$ cat config.mk
export PLATFORM = sky130hd
export DESIGN_NAME = fpba_cell
export DESIGN_NICKNAME = d
export VERILOG_FILES = /design/src/hdl/fpba_pkg.sv /design/src/hdl/fpba_cell.sv
export SDC_FILE = /design/constraint.sdc
export NUM_CORES = 1
export LEC_CHECK = 0
export BUFFER_PORTS_ARGS = -buffer_cell sky130_fd_sc_hd__buf_2
export CORE_UTILIZATION = 25
export DETAILED_ROUTE_END_ITERATION = 6
export GPL_TIMING_DRIVEN = 0
export PLACE_DENSITY_LB_ADDON = 0.3
export RECOVER_POWER = 50
export SLEW_MARGIN = 20
export SYNTH_ARGS = -nofsm -noshare
export SYNTH_HDL_FRONTEND = slang
export SYNTH_SLANG_ARGS = --single-unit
$ cat constraint.sdc
create_clock -name clk -period 2.95 [get_ports clk]
set_input_delay 0.1475 -clock clk [delete_from_list [all_inputs] [get_ports clk]]
set_output_delay 0.1475 -clock clk [all_outputs]
set_load 0.03 [all_outputs]
$ cat src/hdl/fpba_pkg.sv
`timescale 1ns / 1ps
// ----------------------------------------------------------------------------
// fpba_pkg
// Shared types and constants of the fit policy block allocator.
// ----------------------------------------------------------------------------
package fpba_pkg;

    localparam int BLOCKS = 32;
    localparam int IDX_W = (BLOCKS > 1) ? $clog2(BLOCKS) : 1;

    localparam int KIND_W = 1;
    localparam int BINDEX_W = 5;
    localparam int SIZE_W = 16;
    localparam int MODE_W = 2;
    localparam int COUNT_W = 6;

    localparam int CMP_W = (IDX_W > BINDEX_W) ? IDX_W : BINDEX_W;
    localparam int LIM_W = ((IDX_W > COUNT_W) ? IDX_W : COUNT_W) + 1;

    localparam int CFG_ADDR_W = 1;
    localparam int CFG_DATA_W = COUNT_W;

    localparam logic [CFG_ADDR_W-1:0] CFG_FIT_MODE = 1'b0;
    localparam logic [CFG_ADDR_W-1:0] CFG_BLOCK_COUNT = 1'b1;

    localparam logic [MODE_W-1:0] MODE_FIRST = 2'd0;
    localparam logic [MODE_W-1:0] MODE_BEST = 2'd1;
    localparam logic [MODE_W-1:0] MODE_WORST = 2'd2;

    localparam logic [KIND_W-1:0] KIND_LOAD = 1'b0;
    localparam logic [KIND_W-1:0] KIND_REQUEST = 1'b1;

    localparam logic [MODE_W-1:0] FIT_MODE_RESET = MODE_FIRST;
    localparam logic [COUNT_W-1:0] BLOCK_COUNT_RESET = 6'd32;

    typedef enum logic [1:0] {
        ST_IDLE,
        ST_SCAN,
        ST_DONE
    } state_t;

    typedef struct packed {
        logic               valid;
        logic [SIZE_W-1:0]  size;
        logic [MODE_W-1:0]  mode;
        logic [COUNT_W-1:0] limit;
        logic               found;
        logic [IDX_W-1:0]   pick;
        logic [SIZE_W-1:0]  pick_val;
    } scan_pkt_t;

    typedef struct packed {
        logic              en;
        logic [CMP_W-1:0]  idx;
        logic [SIZE_W-1:0] data;
    } cell_cmd_t;

endpackage

$ cat src/hdl/fpba_cell.sv
`timescale 1ns / 1ps
// ----------------------------------------------------------------------------
// fpba_cell
// One table entry with its share of the scan: it updates the passing
// candidate and hands it to the next cell.
// ----------------------------------------------------------------------------
module fpba_cell import fpba_pkg::*;
(
    input  logic             clk,
    input  logic             rst_n,
    input  logic [IDX_W-1:0] cell_idx,
    input  cell_cmd_t        wr,
    input  cell_cmd_t        chg,
    input  scan_pkt_t        pkt_in,
    output scan_pkt_t        pkt_out
);

    logic [SIZE_W-1:0] size_reg;
    logic [SIZE_W-1:0] size_next;
    scan_pkt_t         pkt_reg;
    scan_pkt_t         pkt_next;
    logic              in_range;
    logic              fits;
    logic              take;

    always_comb
    begin
        size_next = size_reg;
        priority if (wr.en && (wr.idx == CMP_W'(cell_idx)))
        begin
            size_next = wr.data;
        end
        else if (chg.en && (chg.idx == CMP_W'(cell_idx)))
        begin
            size_next = size_reg - chg.data;
        end
        else
        begin
            size_next = size_reg;
        end
    end

    always_comb
    begin
        in_range = LIM_W'(cell_idx) < LIM_W'(pkt_in.limit);
        fits = pkt_in.valid && in_range && (size_reg >= pkt_in.size);
        unique case (pkt_in.mode)
            MODE_BEST:  take = fits && (!pkt_in.found || (size_reg < pkt_in.pick_val));
            MODE_WORST: take = fits && (!pkt_in.found || (size_reg > pkt_in.pick_val));
            default:    take = fits && !pkt_in.found;
        endcase
        pkt_next = pkt_in;
        if (take)
        begin
            pkt_next.found = 1'b1;
            pkt_next.pick = cell_idx;
            pkt_next.pick_val = size_reg;
        end
    end

    always_ff @(posedge clk or negedge rst_n)
    begin
        if (!rst_n)
        begin
            size_reg <= '0;
            pkt_reg <= '0;
        end
        else
        begin
            size_reg <= size_next;
            pkt_reg <= pkt_next;
        end
    end

    assign pkt_out = pkt_reg;

endmodule

# --- After elaboration in Yosys (flattened, before gate mapping) ---
# Cells that the tools add are included.
classes:
  mux: 4
  n_eq_ne: 4
  addsub: 1
  n_reduce_logical: 11
  order_cmp: 4
ops:
  columns: ["cell", "n"]
  rows:
  - ["16-bit 2-to-1 mux", 2]
  - ["22-bit 2-to-1 mux", 1]
  - ["16-bit >= comparator", 1]
  - ["16-bit greater-than comparator", 1]
  - ["16-bit less-than comparator", 1]
  - ["16-bit subtractor", 1]
  - ["5-bit equality test", 2]
  - ["1-bit logical AND", 7]
  - ["5-bit by 6-bit less-than comparator with 1-bit output", 1]
  - ["2-bit by 1-bit equality test with 1-bit output, second input constant", 1]
  - ["2-bit equality test, second input constant", 1]
  - ["1-bit logical OR", 2]
  - ["1-bit one-hot mux with 2 select lines", 1]
  - ["2-bit nonzero test", 1]
  - ["1-bit zero test", 1]
totals:
  register_bits: 63

# --- Longest topological paths before layout ---
logic_depth:
  word_depth: 6
  ltp_mapped: 10

# --- Worst setup path after synthesis ---
# No wires, ideal clock.
synth_path:
  path_type: "reg-to-reg"
  from: "register size_reg[0]"
  to: "register pkt_reg, in the netlist pkt_out[12]"
  slack_ns: 0.591
  t_arrival_ns: 2.234
  stages_incl_launch_ff: 11
  required_time_ns: 2.825
  path_buffers: 1
  period_less_slack_ns: 2.359
  setup_ns: 0.125
  path_cell_list: "dfrtp_1 > inv_1 > ha_1 > nand2b_1 > a2111o_1 > a21o_1 > a31oi_1 > a211oi_1 > o21ai_1 > buf_4 > mux2_2"
synth_lines:
  columns: ["item", "line", "rtl"]
  rows:
  - ["from (decl)", "fpba_cell.sv:18", "logic [SIZE_W-1:0] size_reg;"]
  - ["from (signal assigned)", "fpba_cell.sv:70", "size_reg <= size_next;"]
  - ["to (signal assigned)", "fpba_cell.sv:71", "pkt_reg <= pkt_next;"]
  - ["to (decl)", "fpba_cell.sv:20", "scan_pkt_t pkt_reg;"]

==> impl_metrics.ini <==
[timing]
fin_ws_ns = 0.3032
timing.hold.ws_ns = 0.02557
tightestPinTransition_ns = 1.465
fmax_mhz = 377.8
setup_tns_ns = 0
slew_violations = 0
setup_viol = 0
slew_headroom = 0.02367
rsz0062_at_grt = no
skew_ns = 0.006875
fin_crit_ns = 2.647
finalHoldViolations = 0
period_share = 0.8972

[global_route]
grt_max_degree = 37
grtUsageTotal = 0.1425
globalRouteOverflowTotal = 0
antenna_found_initial = 0
grt_pass1_vias = 3714
grt_pass1_wl_um = 17950

[finish]
areaGrowthSynthToFinish_pct = 38.67
fin_nets = 731
seqCellArea_um2 = 1577
drive_above_1_share = 0.2769
multi_input_area_um2 = 2138
largest_reg_flops = 47
finalInstanceArea_um2 = 5505
fillers = 1580

[worst_setup_path]
timing.rr.end = pkt_out[13]$_DFF_PN0_
worstPathRequired_ns = 3.16
critPathKind = register to register
r2r_slack_ns = 0.30
cp.arrival_ns = 2.85
worstPathMaxFanout = 10
start_kind = register
r2r_cells = 9
crit_path_start = size_reg[1]$_DFFE_PN0P_
reg2reg_from = size_reg[1]$_DFFE_PN0P_
endpoint_kind = register

[worst_hold_path]
holdPathEnd = size_reg[6]$_DFFE_PN0P_
min_path_cells = 3
hold_path_class = input pin to register
min_from = wr[6]

[place]
place_ws_ns = 0.2505
port-buffer-count = 144
place_hpwl_um = 9442
place_area_um2 = 4977
gp_congestion = 0.8371

[synthesis]
yosysUniqueCellTypes = 48
synthArstFlopShare = 1.000
netlist_instances = 398
synthFlopType = dfrtp_1
synth.net_count = 549
synth_edf_count = 0
yosysSeqAreaShare = 0.3971
yosys_warnings = 0
synth.cell_area_um2 = 3970
avgSynthCellArea_um2 = 9.975
ys_ff_latch = 63

[routing]
drtPass1Iterations = 4
drtIter0Drc = 133
antenna_left = 0
wl_per_cell_um = 14.45
drc = 0
wirelength_um = 11520
viasPerCell = 4.533
dr_total_vias = 3613

[power]
ir_worst_vdd_mv = 0.2245
p_sw_mw = 1.551
swShare = 0.3793
combPwrFrac = 0.430
p_clk_frac = 0.265
p_per_area_nw_per_um2 = 742.8
p_int_mw = 2.538
cellLeakagePower_nw = 2.813
finalPower_mw = 4.089
power_frac_seq = 0.306

[clock_tree]
cts.htree.levels = 3
cts_resized = 0
path_clk_slew_ns = 0.05
numClockSinks = 63
insertion_delay_ns = 0.33
cts_tree = built
post-cts-setup-buffers = 0
clock-root-buffer = clkbuf_16
cts_inserted_buffers = 9
clk_path_buf_depth = 2

[floorplan]
core_area_um2 = 15370
die-area_um2 = 16390
die_x_um = 128.0
fp.dieH_um = 128.0
ios = 145
rows = 45
start_util = 0.2583

[job]
max-cap-violations = 0

[outcome]
outcome = complete, no violations
==> placed cells by master (no fill, tap or decap), types with 4 or more instances in the layout <==
| cell type | instances |
|---|---|
| a31oi_1 | 6 |
| nor2b_1 | 4 |
| o21a_1 | 8 |
| a21oi_1 | 22 |
| clkbuf_16 | 9 |
| nand4_1 | 5 |
| xor2_1 | 9 |
| o211ai_1 | 5 |
| nand3_1 | 6 |
| nand2_1 | 30 |
| xnor2_1 | 7 |
| dlygate4sd3_1 | 26 |
| inv_1 | 54 |
| ha_1 | 52 |
| o21ai_0 | 14 |
| buf_2 | 124 |
| a21o_1 | 11 |
| a211oi_1 | 4 |
| clkbuf_1 | 31 |
| or3_1 | 4 |
| a221o_1 | 6 |
| dfrtp_1 | 63 |
| mux2_2 | 20 |
| nor2_1 | 12 |
| mux2i_1 | 6 |
==> final cells by class <==
cell class	count	area share
clock buffer	14	0.04977
sequential	63	0.2864
timing repair buffer	171	0.1739
buffer	11	0.009545
tap	211	0.04795
inverter	54	0.03682
clock inverter	2	0.006818
multi-input combinational	270	0.3884
antenna	1	0.0004545
==> per-layer routing <==
metal	track usage	wire length, um	vias to the layer above
met5	0	0	-
met4	0.07059	311	0
met3	0.02504	440	23
met2	0.2462	5700	102
met1	0.1705	5068	1707
li1	-	-	1781
==> power groups by stage <==
stage | clock [mW] | combinational (mW) | sequential, mW
after floorplan | 0 | 1.16 | 1.29
after global placement | 0 | 1.67 | 1.26
after detailed placement | 0 | 1.73 | 1.26
after CTS | 1.12 | 1.76 | 1.25
after global routing | 1.15 | 1.97 | 1.28
final | 1.08 | 1.76 | 1.25
==> worst max path at each step <==
stage / depth (start not counted) / to / slack, ns
2_1_floorplan: 10 / pkt_out[12]$_DFF_PN0_ / 0.59
3_3_place_gp: 10 / pkt_out[17]$_DFF_PN0_ / 0.24
3_5_place_dp: 10 / pkt_out[14]$_DFF_PN0_ / 0.25
4_1_cts: 10 / pkt_out[14]$_DFF_PN0_ / 0.24
5_1_grt: 8 / pkt_out[13]$_DFF_PN0_ / 0.05
6_report: 9 / pkt_out[13]$_DFF_PN0_ / 0.30
==> critical path, cell delays in order, from the launching register on <==
cell	delay (ns)
dfrtp_1	0.45
ha_1	0.33
nor2b_1	0.13
o211ai_1	0.09
a2111oi_0	0.43
a211oi_1	0.11
mux2i_1	0.14
o21ai_1	0.24
buf_4	0.26
mux2_2	0.36
==> synthesized netlist by cell type, types with 3 or more instances <==
cell	count	area (um^2)
a211oi_1	4	30.03
a21o_1	11	82.58
a21oi_1	22	110.1
a221o_1	6	60.06
a31oi_1	6	37.54
and3_1	3	18.77
buf_2	3	15.01
clkbuf_1	6	22.52
dfrtp_1	63	1577
ha_1	52	650.6
inv_1	54	202.7
mux2_2	20	225.2
mux2i_1	6	60.06
nand2_1	30	112.6
nand3_1	6	30.03
nand4_1	5	31.28
nor2_1	12	45.04
nor2b_1	4	25.02
nor3_1	3	15.01
nor4_1	3	18.77
o211ai_1	5	37.54
o21a_1	8	60.06
o21ai_0	14	70.07
or3_1	4	25.02
xnor2_1	7	61.31
xor2_1	9	78.83
==> timing repair <==
item / in CTS / in global routing
hold buffers: 26 / 0
endpoints found under the hold margin: 52 / 0
endpoints found under the setup margin: 0 / 0
==> cell families after synthesis <==
kind of cell | synth area share
DFF | 0.3971
adders and majority gates | 0.1689
muxes | 0.07186
buffers and inverters | 0.06429
and+or+nand+nor | 0.1031
AOI/OAI and AO/OA | 0.1595
xor gates and xnor gates | 0.03530
==> through the flow <==
| step | cells | util |
|---|---|---|
| 2_1_floorplan | 398 | - |
| 3_3_place_gp | 753 | 0.3223 |
| 3_5_place_dp | 754 | 0.3238 |
| 4_1_cts | 796 | 0.3610 |
| 5_1_grt | 796 | 0.3580 |
| 6_report | 797 | 0.3582 |
(Power assumes the default switching activity.)
